===== src/hw/rtl/nseg_pkg.sv =====
package nseg_pkg;

    localparam int unsigned PULSE_LENGTH_DEF = 192;
    localparam int unsigned BANG_REPEATS_DEF = 5;

    localparam logic [8:0] THUD_SAMPLES = 9'((16'h0150 - 16'h0080) / 2);
    localparam logic [8:0] BANG_PITCHES = 9'((16'h0150 - 16'h0050) / 2);

    localparam logic [15:0] ATTACK_STEP  = 16'h0080;
    localparam logic [15:0] WHOOSH_DECAY = 16'h00A0;
    localparam logic [15:0] KLINK_DECAY  = 16'h0060;
    localparam logic [15:0] LEVEL_FULL   = 16'hFFFF;
    localparam logic [7:0]  SAMPLE_MASK  = 8'hFC;
    localparam logic [7:0]  KLINK_SET    = 8'h80;

    localparam logic [1:0] MODE_TICK  = 2'd0;
    localparam logic [1:0] MODE_START = 2'd1;
    localparam logic [1:0] MODE_LOAD  = 2'd2;

    localparam logic [2:0] EFF_THUD   = 3'd0;
    localparam logic [2:0] EFF_WHOOSH = 3'd1;
    localparam logic [2:0] EFF_KLINK  = 3'd2;
    localparam logic [2:0] EFF_BANG   = 3'd3;
    localparam logic [2:0] EFF_PULSE  = 3'd4;

    typedef enum logic [1:0] {
        S_IDLE,
        S_MIX,
        S_SCALE,
        S_OUT
    } t_state;

endpackage


===== src/hw/rtl/nseg_mul.sv =====
module nseg_mul
    import nseg_pkg::*;
(
    input  logic        i_clk,
    input  logic [7:0]  i_a,
    input  logic [7:0]  i_b,
    output logic [15:0] o_prod
);

    logic [15:0] r_prod;

    always_ff @(posedge i_clk) begin
        r_prod <= 16'(i_a) * 16'(i_b);
    end

    assign o_prod = r_prod;

endmodule


===== src/hw/rtl/noise_sound_effect_generator.sv =====
// Noise sound effect generator.
// Input channel (i_valid/o_ready) takes one request: a tick, an effect start
// or a noise word load. Every request gives exactly one result on the output
// channel (o_valid/i_ready): a sample with its valid and done flags, or all
// zeros for starts, loads, unused modes and ticks while idle.
// A request is taken only while the sequencer is idle. A tick that makes an
// enveloped sample passes S_MIX, S_SCALE and S_OUT on its way to the output
// register: the shared 8x8 multiplier runs once for the envelope mix and once
// for the volume scale. A plain sample passes S_SCALE and S_OUT; a request
// without a sample only S_OUT. No new request is taken before the last leaves S_OUT.
// The output register frees the input side: the next request is taken while a
// result still waits. When the receiver stalls with a result held, the next
// result waits in the sequencer and no further request is taken.
// Reset clears the noise word, the effect state and the output register, and
// leaves the block idle with no effect running.
module noise_sound_effect_generator
    import nseg_pkg::*;
#(
    parameter int unsigned PULSE_LENGTH = PULSE_LENGTH_DEF,
    parameter int unsigned BANG_REPEATS = BANG_REPEATS_DEF
)
(
    input  logic        i_clk,
    input  logic        i_rst_n,
    input  logic        i_valid,
    output logic        o_ready,
    input  logic [1:0]  i_mode,
    input  logic [2:0]  i_effect,
    input  logic [7:0]  i_volume,
    input  logic [7:0]  i_pulse_count,
    input  logic [15:0] i_seed_value,
    output logic        o_valid,
    input  logic        i_ready,
    output logic [7:0]  o_sample,
    output logic        o_sample_valid,
    output logic        o_effect_done
);

    localparam logic [7:0] PULSE_LEN = 8'(PULSE_LENGTH);
    localparam logic [7:0] BANG_REP  = 8'(BANG_REPEATS);

    t_state      r_state, n_state;
    logic [15:0] r_noise, n_noise;
    logic [15:0] r_level, n_level;
    logic [2:0]  r_effect, n_effect;
    logic        r_running, n_running;
    logic        r_phase, n_phase;
    logic [8:0]  r_pitch, n_pitch;
    logic [7:0]  r_repeat, n_repeat;
    logic [7:0]  r_pulses, n_pulses;
    logic [7:0]  r_volume, n_volume;
    logic [7:0]  r_x, n_x;
    logic [7:0]  r_n, n_n;
    logic        r_mixed, n_mixed;
    logic        r_pvalid, n_pvalid;
    logic        r_pdone, n_pdone;
    logic        r_out_valid;
    logic [7:0]  r_out_sample;
    logic        r_out_svalid;
    logic        r_out_done;

    logic        accept;
    logic        out_load;
    logic [15:0] noise_mul;
    logic [15:0] noise_adv;
    logic [7:0]  nh;
    logic [16:0] attack_sum;
    logic [15:0] decay_amt;
    logic [16:0] decay_diff;
    logic        decay_ok;
    logic [8:0]  pitch_inc;
    logic [7:0]  repeat_inc;
    logic [7:0]  mul_a;
    logic [7:0]  mul_b;
    logic [15:0] prod;

    nseg_mul u_mul (
        .i_clk  (i_clk),
        .i_a    (mul_a),
        .i_b    (mul_b),
        .o_prod (prod)
    );

    assign accept    = i_valid && o_ready;
    assign out_load  = (r_state == S_OUT) && (!r_out_valid || i_ready);
    assign o_ready   = (r_state == S_IDLE);

    assign noise_mul  = r_noise + {r_noise[13:0], 2'b00};
    assign noise_adv  = {noise_mul[15:8], noise_mul[7:0] + 8'd1};
    assign nh         = noise_adv[15:8];
    assign attack_sum = {1'b0, r_level} + {1'b0, ATTACK_STEP};
    assign decay_amt  = (r_effect == EFF_KLINK) ? KLINK_DECAY : WHOOSH_DECAY;
    assign decay_diff = {1'b0, r_level} - {1'b0, decay_amt};
    assign decay_ok   = !decay_diff[16] && (decay_diff[15:0] != 16'd0);
    assign pitch_inc  = r_pitch + 9'd1;
    assign repeat_inc = r_repeat + 8'd1;

    always_comb begin
        mul_a = r_x;
        mul_b = r_volume;
        if (r_state == S_MIX) begin
            mul_b = r_n;
        end else if (r_state == S_SCALE && r_mixed) begin
            mul_a = prod[15:8];
        end
    end

    always_comb begin
        n_state   = r_state;
        n_noise   = r_noise;
        n_level   = r_level;
        n_effect  = r_effect;
        n_running = r_running;
        n_phase   = r_phase;
        n_pitch   = r_pitch;
        n_repeat  = r_repeat;
        n_pulses  = r_pulses;
        n_volume  = r_volume;
        n_x       = r_x;
        n_n       = r_n;
        n_mixed   = r_mixed;
        n_pvalid  = r_pvalid;
        n_pdone   = r_pdone;
        case (r_state)
            S_IDLE: begin
                if (accept) begin
                    n_pvalid = 1'b0;
                    n_pdone  = 1'b0;
                    n_mixed  = 1'b0;
                    n_x      = nh;
                    n_n      = nh;
                    n_state  = S_OUT;
                    if (i_mode == MODE_START) begin
                        n_running = 1'b0;
                        n_phase   = 1'b0;
                        n_pitch   = '0;
                        n_repeat  = '0;
                        n_volume  = i_volume;
                        n_pulses  = i_pulse_count;
                        if (i_effect <= EFF_PULSE &&
                            !(i_effect == EFF_PULSE && i_pulse_count == 8'd0)) begin
                            n_effect  = i_effect;
                            n_running = 1'b1;
                            n_level   = (i_effect == EFF_KLINK) ? LEVEL_FULL : 16'd0;
                        end
                    end else if (i_mode == MODE_LOAD) begin
                        n_noise = i_seed_value;
                    end else if (i_mode == MODE_TICK && r_running) begin
                        n_noise = noise_adv;
                        case (r_effect)
                            EFF_THUD: begin
                                n_pvalid = 1'b1;
                                n_pitch  = pitch_inc;
                                n_pdone  = (pitch_inc >= THUD_SAMPLES);
                            end
                            EFF_WHOOSH: begin
                                if (!r_phase) begin
                                    if (attack_sum[16]) begin
                                        n_level = LEVEL_FULL;
                                        n_phase = 1'b1;
                                    end else begin
                                        n_level  = attack_sum[15:0];
                                        n_pvalid = 1'b1;
                                        n_mixed  = 1'b1;
                                        n_x      = attack_sum[15:8];
                                    end
                                end else begin
                                    n_level = decay_diff[15:0];
                                    if (decay_ok) begin
                                        n_pvalid = 1'b1;
                                        n_mixed  = 1'b1;
                                        n_x      = decay_diff[15:8];
                                    end else begin
                                        n_pdone = 1'b1;
                                    end
                                end
                            end
                            EFF_KLINK: begin
                                n_n     = r_phase ? (nh | KLINK_SET) : {1'b0, nh[7:1]};
                                n_phase = !r_phase;
                                n_level = decay_diff[15:0];
                                if (decay_ok) begin
                                    n_pvalid = 1'b1;
                                    n_mixed  = 1'b1;
                                    n_x      = decay_diff[15:8];
                                end else begin
                                    n_pdone = 1'b1;
                                end
                            end
                            EFF_BANG: begin
                                n_pvalid = 1'b1;
                                n_repeat = repeat_inc;
                                if (repeat_inc >= BANG_REP) begin
                                    n_repeat = '0;
                                    n_pitch  = pitch_inc;
                                    n_pdone  = (pitch_inc >= BANG_PITCHES);
                                end
                            end
                            default: begin
                                n_pvalid = 1'b1;
                                n_repeat = repeat_inc;
                                if (repeat_inc >= PULSE_LEN) begin
                                    n_repeat = '0;
                                    n_pulses = r_pulses - 8'd1;
                                    n_pdone  = (r_pulses == 8'd1);
                                end
                            end
                        endcase
                        if (n_pdone) begin
                            n_running = 1'b0;
                        end
                        if (n_pvalid) begin
                            n_state = n_mixed ? S_MIX : S_SCALE;
                        end
                    end
                end
            end
            S_MIX: begin
                n_state = S_SCALE;
            end
            S_SCALE: begin
                if (r_mixed) begin
                    n_x = prod[15:8];
                end
                n_state = S_OUT;
            end
            S_OUT: begin
                if (out_load) begin
                    n_state = S_IDLE;
                end
            end
            default: begin
                n_state = S_IDLE;
            end
        endcase
    end

    always_ff @(posedge i_clk) begin
        if (!i_rst_n) begin
            r_state   <= S_IDLE;
            r_noise   <= '0;
            r_level   <= '0;
            r_effect  <= '0;
            r_running <= 1'b0;
            r_phase   <= 1'b0;
            r_pitch   <= '0;
            r_repeat  <= '0;
            r_pulses  <= '0;
            r_volume  <= '0;
            r_pvalid  <= 1'b0;
            r_pdone   <= 1'b0;
            r_mixed   <= 1'b0;
        end else begin
            r_state   <= n_state;
            r_noise   <= n_noise;
            r_level   <= n_level;
            r_effect  <= n_effect;
            r_running <= n_running;
            r_phase   <= n_phase;
            r_pitch   <= n_pitch;
            r_repeat  <= n_repeat;
            r_pulses  <= n_pulses;
            r_volume  <= n_volume;
            r_pvalid  <= n_pvalid;
            r_pdone   <= n_pdone;
            r_mixed   <= n_mixed;
        end
    end

    always_ff @(posedge i_clk) begin
        r_x <= n_x;
        r_n <= n_n;
    end

    always_ff @(posedge i_clk) begin
        if (!i_rst_n) begin
            r_out_valid  <= 1'b0;
            r_out_sample <= '0;
            r_out_svalid <= 1'b0;
            r_out_done   <= 1'b0;
        end else if (out_load) begin
            r_out_valid  <= 1'b1;
            r_out_sample <= r_pvalid ? (prod[15:8] & SAMPLE_MASK) : 8'd0;
            r_out_svalid <= r_pvalid;
            r_out_done   <= r_pdone;
        end else if (i_ready) begin
            r_out_valid <= 1'b0;
        end
    end

    assign o_valid        = r_out_valid;
    assign o_sample       = r_out_sample;
    assign o_sample_valid = r_out_svalid;
    assign o_effect_done  = r_out_done;

`ifndef ASSERT_OFF
    a_sample_low_bits: assert property (@(posedge i_clk) disable iff (!i_rst_n)
        o_valid |-> (o_sample[1:0] == 2'b00))
        else $error("sample low bits not zero");

    a_no_sample_zero: assert property (@(posedge i_clk) disable iff (!i_rst_n)
        (o_valid && !o_sample_valid) |-> (o_sample == 8'd0))
        else $error("sample nonzero without sample valid");

    a_busy_after_accept: assert property (@(posedge i_clk) disable iff (!i_rst_n)
        accept |=> !o_ready)
        else $error("request taken while previous one in progress");

    a_pulses_nonzero: assert property (@(posedge i_clk) disable iff (!i_rst_n)
        (r_running && r_effect == EFF_PULSE) |-> (r_pulses != 8'd0))
        else $error("pulse effect running with no pulses left");

    a_done_stops: assert property (@(posedge i_clk) disable iff (!i_rst_n)
        (r_state == S_IDLE && accept && n_pdone) |=> !r_running)
        else $error("effect still running after done");
`endif

endmodule


===== config.mk =====
export PLATFORM = sky130hd
export DESIGN_NAME = noise_sound_effect_generator
export DESIGN_NICKNAME = d
export VERILOG_FILES = /design/src/hw/rtl/nseg_pkg.sv /design/src/hw/rtl/nseg_mul.sv /design/src/hw/rtl/noise_sound_effect_generator.sv
export SDC_FILE = /design/constraint.sdc
export NUM_CORES = 1
export LEC_CHECK = 0
export BUFFER_PORTS_ARGS = -buffer_cell sky130_fd_sc_hd__buf_2
export CORE_ASPECT_RATIO = 1.25
export CORE_MARGIN = 4
export CORE_UTILIZATION = 53
export CTS_BUF_LIST = sky130_fd_sc_hd__clkbuf_4 sky130_fd_sc_hd__clkbuf_8 sky130_fd_sc_hd__clkbuf_16
export DETAILED_ROUTE_END_ITERATION = 10
export GPL_TIMING_DRIVEN = 0
export HOLD_SLACK_MARGIN = 0.1
export PLACE_DENSITY = 0.8
export SLEW_MARGIN = 20
export SYNTH_ARGS = -nofsm -noshare
export SYNTH_HDL_FRONTEND = slang
export SYNTH_SLANG_ARGS = --single-unit
export TNS_END_PERCENT = 10

===== constraint.sdc =====
create_clock -name i_clk -period 8.8 [get_ports i_clk]
set_input_delay 0.88 -clock i_clk [delete_from_list [all_inputs] [get_ports i_clk]]
set_output_delay 0.88 -clock i_clk [all_outputs]
set_load 0.02 [all_outputs]

# Word-level counts from Yosys, hierarchy flattened
# Index checks and enable logic that the tools add are counted.
# word_totals
register_bits	118
latchBits	0
mem_bits_rw	0
rom_bits	0
inputBits	41
out_inout_bits	12
elab_cells	193
n_memories	0
# classes
add_sub_neg	7
mul	1
div	0
magnitude_cmp	5
eq_ne	19
shift	0
mux	101
n_bitwise	1
reduce_logical	39
# op_table
operator	count
$mux W8	28
$mux W16	9
$pmux W8 S2	3
$mux W1	43
$mux W9	4
$pmux W16 S2	1
$pmux W9 S2	1
$reduce_and A6 Y1	3
$add A16 B8 Y17 const B	1
$sub A16 B8 Y17	1
$add A16 B16 Y16	1
$add A8 B1 Y8 const B	2
$mul A8 B8 Y16	1
$reduce_bool A16 Y1	1
$reduce_and A5 Y1	3
$mux W2	7
$reduce_bool A2 Y1	6
$add A9 B1 Y9 const B	1
$eq A3 B2 Y1 const B	3
$ge A9 B7 Y1 const B	1
$ge A9 B8 Y1 const B	1
$eq A8 B1 Y1 const B	1
$ge A8 B3 Y1 const B	1
$ge A8 B8 Y1 const B	1
other kinds (25)	49

# Logic depth before layout (Yosys ltp)
# Gate-level depths: netlist of run 1.
# logic_depth
depth_word	20
ltp_mapped	24
ltp_nobuf	22

# Modules after synthesis
# From an unflattened synthesis of run 1, not the netlist that was laid out.
# unflattened
hier_cells	1116
hier_area_um2	9313.9
# by_module_without_submodules
mod	instances	cells_per_inst	area_each_um2	seq_area_each_um2
noise_sound_effect_generator	1	846	6784.0	2082.0
nseg_mul	1	270	2529.9	320.3

# Worst setup path before layout of run 1
# Ideal clock, no wire load.
# synth_path
path_kind	reg2reg
startpoint	register r_state[1]
endpoint	register u_mul.r_prod[15] (netlist: u_mul.o_prod[15])
setup_time_ns	0.072
arrival_ns	5.687
t_required_ns	8.728
slack_ns	3.040
path_stages_with_launch	22
path_buffers	2
synth_period_minus_slack_ns	5.760
path_cell_list	dfxtp_1 inv_1 ha_1 buf_2 nand3b_4 clkbuf_1 mux2i_1 nor2_1 fa_1 inv_1 fa_1 inv_1 fa_1 fa_1 ha_1 or4b_1 nor4_2 o41ai_2 o21ai_1 nor4_1 nor3_1 xnor2_1
# synth_via
elab_chain_len	5
word_cells_on_any_way	7
cone_classes	mul: 1; eq/ne: 2; mux: 3; reduce/logical: 1
# synth_rtl
item	line_no	rtl
start: declaration	noise_sound_effect_generator.sv:42	t_state r_state, n_state;
start signal: assignment	noise_sound_effect_generator.sv:254	r_state <= n_state;
$eq A2 B2 Y1	noise_sound_effect_generator.sv:103	end else if (r_state == S_SCALE && r_mixed) begin
$logic_and A1 B1 Y1	noise_sound_effect_generator.sv:103	
$mux W8	noise_sound_effect_generator.sv:103	
$mux W8	noise_sound_effect_generator.sv:101	if (r_state == S_MIX) begin
$mul A8 B8 Y16 (*)	nseg_mul.sv:13	r_prod <= 16'(i_a) * 16'(i_b);
end signal: assignment	nseg_mul.sv:13	
end: declaration	nseg_mul.sv:10	logic [15:0] r_prod;
# Every way passes the cells marked *; elsewhere a longest branch is shown, timed or not.
# A chain may end at the register's enable or synchronous reset.

# Worst setup path in the final report of run 1
# Ends and elaborated chain as after synthesis.

==> summary.txt, run 1 <==
Max Used Layer: met4
Setup TNS: 0 ps
Post-DP Area: 9010 um^2
Core area: 15600 um^2
Vias in the first global route: 8085
Post-route total power: 1.86 mW
Final worst path period share: 76.4%
Area share of the largest cell type after synthesis: 20.7%
Metal-1 WL: 9.48 mm
Ys flop type: dfxtp_1
Std-Cell Rows: 51
# setup viols final: 0
Nets: 1267
Largest net degree at the start of global routing: 22
H-Tree Depth: 3
Area contributors post-synth: dfxtp_1 21%, ha_1 8.8%, fa_1 8.5%
Worst path required time: 9090 ps
Unrepaired setup endpoints after global routing: no
Die Y-Extent: 150 um
Drt via density: 6.06
Initial antenna violation count: 0
Clock slew at reported path FFs: 80 ps
Seq/Total Area, Yosys: 26.4%
CTS buffer count: 9
Wire length on met3: 1.43 mm
Hold_ws: 454 ps
Max clock buf depth: 2
Yosys top cell by area: dfxtp_1
Global-route wire length before repair: 39.0 mm
Yosys reg bits: 104
Post-synth ARST share: 0%
CP Class: reg2reg
Cells after synthesis: 1070
Proportion of layout cells with a drive suffix above 1: 9.16%
Post-CTS Setup Repair Bufs: 0
IO buf count: 48
Pre-antenna DRT Iters: 5
CP Launch Type: flip-flop
CP arrival: 7010 ps
Commonest non-fill, non-tap cell in the layout: nor2_1
DRT iter0 DRCs: 565
Count of cell types in the netlist: 78
Worst-margin pin slew: 1040 ps
Outcome: completed
Clk sinks: 104
Leakage power total: 3.94 nW
Residual DRC count: 0
Final Hold Viols: 0
Met2 routed WL: 11.7 mm
Initial Util: 54.4%
Clk_lat worst skew: 360 ps
Synth Warn #: 0
Ant. Diodes: 0
End-of-flow core utilization: 59.6%
Filler cell count: 1418
Hold buffer count at cts: 0
Syn_area_per_cell: 7.95 um^2
RD Place Congestion: 0.956
Die Wd: 121 um
Drt total wl: 23.5 mm
Cell area power density: 200 nW/um^2
Number of synthesized flops with an enable pin: 16
Most frequent cells in the layout: 143 x nor2_1, 109 x nand2_1, 96 x a21oi_1
Worst vdd ir: 106 uV
Reported max-cap violation count: 0
Hold/Removal Path Class: reg2reg
Die Area: 18100 um^2
Final-report max-slew violation count: 0
Syn-to-layout area delta: 9.60%
Tot GR Track Use: 26.4%
Root Driver: clkbuf_16
Final ANT Viol Nets: 0
Drt wl/cell: 17.4 um
Fmax: 149 MHz
Vias: 8159
Worst slew margin: 30.1%
CTS tree: done
Mapped Area: 8500 um^2
DP HPWL: 18.1 mm
Final Skew: 10.5 ps
GRT Residual Overflow: 0
# IOs: 53
Resized cells post-CTS: 0
Final worst path period need: 6720 ps
Crit end category: flip-flop
Cell area after layout: 9320 um^2
CP max FO: 10
power by group:
| part | switching, mW | total (mW) | internal [mW] |
|---|---|---|---|
| Clock | 0.211 | 0.414 | 0.203 |
| Sequential | 0.0458 | 0.608 | 0.562 |
| Combinational | 0.538 | 0.841 | 0.303 |
| Total | 0.795 | 1.86 | 1.07 |
layer usage:
layer / vias to the layer above / GRT usage, %
met5: - / 0
met2: 321 / 46.1
met1: 3883 / 32.7
li1: 3883 / -
met3: 72 / 3.63
met4: 0 / 10.8
per-stage QoR:
step	std cells	setup WS, ps
after CTS	1347	2110
after detailed placement	1331	2140
after floorplan	1071	3040
after global routing	1347	1640
final	1347	2080
after global placement	1331	2230
state kept, by name, summed over array words and instances (netlist names):
name            cells
r_level            12
o_sample_valid      1
o_sample            6
r_phase             1
r_pulses            8
r_pvalid            1
r_running           1
r_pitch             9
r_noise            16
o_effect_done       1
r_x                 8
r_volume            8
r_repeat            8
o_valid             1
u_mul.o_prod        8
r_state             2
r_pdone             1
r_mixed             1
r_effect            3
r_n                 8
final cells by class:
cell class | instances | area [um^2] | area share [%]
clock buffers | 9 | 225 | 2.42
well taps | 212 | 265 | 2.85
flip-flops and latches | 104 | 2240 | 24.1
plain buffers | 58 | 241 | 2.59
multi-input cells | 840 | 5760 | 61.9
inverters | 69 | 259 | 2.78
clock inverters | 7 | 81.3 | 0.873
repair buffers | 48 | 240 | 2.58
cells by family after synthesis:
| group | Yosys count | synth area share, % |
|---|---|---|
| muxes | 23 | 2.86 |
| AOI/OAI and AO/OA | 268 | 20.4 |
| other | 1 | 0.0441 |
| xor gates and xnor gates | 46 | 4.74 |
| DFF | 104 | 26.4 |
| buffers and inverters | 127 | 5.89 |
| adders and majority gates | 96 | 17.3 |
| and+or+nand+nor | 405 | 22.4 |
critical path, stage by stage (launching register included):
cell	delay, ps
dfxtp_1	330
inv_1	110
ha_1	230
buf_2	300
nand3b_4	220
clkbuf_1	400
mux2i_1	780
nor2_1	140
fa_1	430
fa_1	540
inv_1	50
fa_1	500
inv_1	70
fa_1	480
ha_1	310
nand4_1	100
or4b_1	500
nor4_2	300
o41ai_2	190
o21ai_1	200
nor4_1	70
nor3_1	230
xnor2_1	160
Yosys cell counts (6+ instances only):
| cell | count |
|---|---|
| nor2_1 | 143 |
| nand2_1 | 109 |
| a21oi_1 | 96 |
| dfxtp_1 | 88 |
| inv_1 | 69 |
| ha_1 | 60 |
| o21ai_0 | 48 |
| clkbuf_1 | 45 |
| nand3_1 | 38 |
| fa_1 | 36 |
| xnor2_1 | 28 |
| nor3_1 | 23 |
| mux2i_1 | 22 |
| xor2_1 | 18 |
| edfxtp_1 | 16 |
| a211oi_1 | 14 |
| a311oi_1 | 14 |
| a31oi_1 | 12 |
| nand2b_1 | 12 |
| or3_1 | 12 |
| and3_1 | 10 |
| or2_2 | 10 |
| o211ai_1 | 9 |
| nor2b_1 | 8 |
| o31ai_1 | 8 |
| buf_2 | 6 |
| nand4_1 | 6 |
| o21bai_1 | 6 |
worst paths after layout:
path                              endpoint                     start  cells past startpoint  slack, ps
setup / recovery  u_mul.o_prod[15]$_DFF_P_   r_state[1]$_SDFFE_PN0P_                     22       2080
hold / removal    o_sample[4]$_SDFFE_PN0P_  o_sample[4]$_SDFFE_PN0P_                      2        450
setup reg to reg  u_mul.o_prod[15]$_DFF_P_   r_state[1]$_SDFFE_PN0P_                     22       2080
hold reg to reg   o_sample[4]$_SDFFE_PN0P_  o_sample[4]$_SDFFE_PN0P_                      2        450
Power figures use the tool's default switching activity.
==> run 2, diff against run 1 <==
==> constraint.sdc (replaced) <==
create_clock -name i_clk -period 6.44 [get_ports i_clk]
set_input_delay 0.644 -clock i_clk [delete_from_list [all_inputs] [get_ports i_clk]]
set_output_delay 0.644 -clock i_clk [all_outputs]
set_load 0.02 [all_outputs]
==> run 2 against run 1 <==
Net effect:
- routed wire length about the same
- largest cell class unchanged
- via count about the same
- hold slack got worse by 0.62 ps
==> summary.txt, run 2 (synthesized netlist as in run 1, its figures left out) <==
Multi-input logic area: 5820 um^2 (was 5760 um^2)
Residual DRC count: 0 (unchanged)
Hold path cells: 2 (unchanged)
Most Frequent Cell on Critical Path: fa_1 (unchanged)
Final Skew: 7.69 ps (was 10.5 ps)
Outcome: completed (unchanged)
RD Place Congestion: 0.956 (unchanged)
Most frequent cells in the layout: 143 x nor2_1, 109 x nand2_1, 94 x a21oi_1 (was 143 x nor2_1, 109 x nand2_1, 96 x a21oi_1)
Reported max-cap violation count: 0 (unchanged)
Worst Reg-to-Reg Cells: 21 (was 22)
Worst R2R Start: r_state[1]$_SDFFE_PN0P_ (unchanged)
Die Y-Extent: 150 um (unchanged)
End-of-flow core utilization: 60.0% (was 59.6%)
CP Class: reg2reg (unchanged)
Worst vdd ir: 145 uV (was 106 uV)
WHS Endpoint: o_sample[4]$_SDFFE_PN0P_ (unchanged)
Final ANT Viol Nets: 0 (unchanged)
DP HPWL: 18.1 mm (unchanged)
Nets: 1266 (was 1267)
Crit path max-delay cell type: fa_1 (was mux2i_1)
Non-Filler Instances: 1346 (was 1347)
Biggest regs: r_noise x16, r_level x12, r_pitch x9 (unchanged)
Largest net degree at the start of global routing: 22 (unchanged)
Largest register FFs: 16 (unchanged)
Crit-path cells: inv_1 > ha_1 > buf_2 > nand3b_4 > mux2i_4 > nor2_1 > fa_1 > fa_1 > inv_1 > fa_1 > inv_1 > fa_1 > ha_1 > nand4_1 > or4b_1 > nor4_2 > o41ai_2 > o21ai_1 > nor4_1 > nor3_1 > xnor2_1 (was inv_1 > ha_1 > buf_2 > nand3b_4 > clkbuf_1 > mux2i_1 > nor2_1 > fa_1 > fa_1 > inv_1 > fa_1 > inv_1 > fa_1 > ha_1 > nand4_1 > or4b_1 > nor4_2 > o41ai_2 > o21ai_1 > nor4_1 > nor3_1 > xnor2_1)
Initial antenna violation count: 0 (unchanged)
Final worst path period share: 95.0% (was 76.4%)
Fmax: 163 MHz (was 149 MHz)
Final-report max-slew violation count: 0 (unchanged)
# setup viols final: 0 (unchanged)
Ant. Diodes: 0 (unchanged)
Worst slew margin: 30.2% (was 30.1%)
Die Wd: 121 um (unchanged)
IO buf count: 48 (unchanged)
Unrepaired setup endpoints after global routing: no (unchanged)
CP max FO: 12 (was 10)
Post-DP Area: 9010 um^2 (unchanged)
Crit end category: flip-flop (unchanged)
Hold/Removal Path Class: reg2reg (unchanged)
Die Area: 18100 um^2 (unchanged)
Root Driver: clkbuf_16 (unchanged)
Cell area power density: 274 nW/um^2 (was 200 nW/um^2)
Drt total wl: 23.4 mm (was 23.5 mm)
Hold Crit Start: o_sample[4]$_SDFFE_PN0P_ (unchanged)
H-Tree Depth: 3 (unchanged)
Drt via density: 6.06 (about the same)
Std-Cell Rows: 51 (unchanged)
Post-route total power: 2.57 mW (was 1.86 mW)
Worst path required time: 6730 ps (was 9090 ps)
Clk sinks: 104 (unchanged)
Clock slew at reported path FFs: 80 ps (about the same)
Filler cell count: 1409 (was 1418)
CP arrival: 6400 ps (was 7010 ps)
Crit path launch: r_state[1]$_SDFFE_PN0P_ (unchanged)
Syn-to-layout area delta: 10.3% (was 9.60%)
Vias in the first global route: 8091 (was 8085)
# IOs: 53 (unchanged)
Drt wl/cell: 17.4 um (about the same)
Initial Util: 54.4% (unchanged)
Clk_lat worst skew: 360 ps (about the same)
CTS buffer count: 9 (unchanged)
Worst R2R Setup Slack: 320 ps (was 2080 ps)
Final worst path period need: 6120 ps (was 6720 ps)
CTS tree: done (unchanged)
Pre-antenna DRT Iters: 5 (unchanged)
Tot GR Track Use: 26.5% (was 26.4%)
Vias: 8162 (was 8159)
Core area: 15600 um^2 (unchanged)
Commonest non-fill, non-tap cell in the layout: nor2_1 (unchanged)
Global-route wire length before repair: 39.0 mm (about the same)
Cell area after layout: 9370 um^2 (was 9320 um^2)
Proportion of layout cells with a drive suffix above 1: 9.79% (was 9.16%)
Leakage power total: 3.93 nW (was 3.94 nW)
R2R Path End: u_mul.o_prod[15]$_DFF_P_ (unchanged)
Dpl cells: 1331 (unchanged)
CP Launch Type: flip-flop (unchanged)
Final Hold Viols: 0 (unchanged)
Largest reg by FF count: r_noise (unchanged)
Max incr delay on CP: 540 ps (was 780 ps)
GRT Residual Overflow: 0 (unchanged)
Worst-margin pin slew: 1040 ps (about the same)
Max clock buf depth: 2 (unchanged)
Register area: 2240 um^2 (unchanged)
DRT iter0 DRCs: 589 (was 565)
==> run 2: cell count changes in the layout (fill, tap and decap cells not counted) <==
cell and change:
a21oi_2 +1, clkbuf_1 -2, mux2i_4 +3, a21oi_4 +1, buf_4 +1, mux2i_1 -4, a21oi_1 -2, mux2i_2 +1
==> run 2: worst max-delay path by stage <==
| stage | endpoint | cells after the start |
|---|---|---|
| floorplan | u_mul.o_prod[15]$_DFF_P_ | 21 |
| global placement | u_mul.o_prod[15]$_DFF_P_ | 21 |
| detailed placement | u_mul.o_prod[15]$_DFF_P_ | 22 |
| CTS | u_mul.o_prod[15]$_DFF_P_ | 21 |
| global route | u_mul.o_prod[15]$_DFF_P_ | 21 |
| finish | u_mul.o_prod[15]$_DFF_P_ | 21 |
==> run 2: cell type report <==
class                      instances  share of cell area [%]
buffer                            56                    2.50
clock buffer                       9                    2.40
clock inverter                     7                   0.868
inverter                          69                    2.76
multi-input combinational        840                    62.1
sequential                       104                    23.9
tap                              212                    2.83
timing repair buffer              49                    2.64
==> run 2: layer usage <==
metal | vias up | part of all wire, % | global-route usage, %
met2 | 341 | 50 | 46.1
met5 | - | 0 | 0
met3 | 77 | 6.5 | 3.55
met4 | 0 | 4.0 | 10.9
li1 | 3877 | - | -
met1 | 3867 | 40 | 32.8
==> run 2: stage by stage <==
step | setup TNS, ps | worst slack [ps] | hold WS, ps
after floorplan | 0 | 680 | 427
after global placement | -223 | -134 | 440
after detailed placement | -492 | -216 | 444
after CTS | 0 | 282 | 456
after global routing | 0 | 2.57 | 465
final | 0 | 323 | 453
==> run 2: worst max-delay path: cells and delay by family, from the launching register on <==
| family | cells | cell delay [ps] |
|---|---|---|
| AND/OR/NAND/NOR | 7 | 1670 |
| XOR/XNOR | 1 | 160 |
| AO/OA/AOI/OAI | 2 | 390 |
| buffers and inverters | 4 | 530 |
| adder cells (fa/ha/maj) | 6 | 2500 |
| multiplexers | 1 | 450 |
| flip-flops | 1 | 340 |
==> run 2: report_power, final <==
| part | leakage, nW | internal, mW | switching [mW] |
|---|---|---|---|
| clock | 0.150 | 0.278 | 0.285 |
| combinational | 2.91 | 0.429 | 0.736 |
| sequential | 0.870 | 0.769 | 0.0724 |
==> run 2: what timing repair did <==
action | 4_1_cts | 5_1_grt
hold buffers | 0 | 0
gates resized for setup | 5 | 5
buffers inserted | 0 | 1
endpoints found under the setup margin | 4 | 2
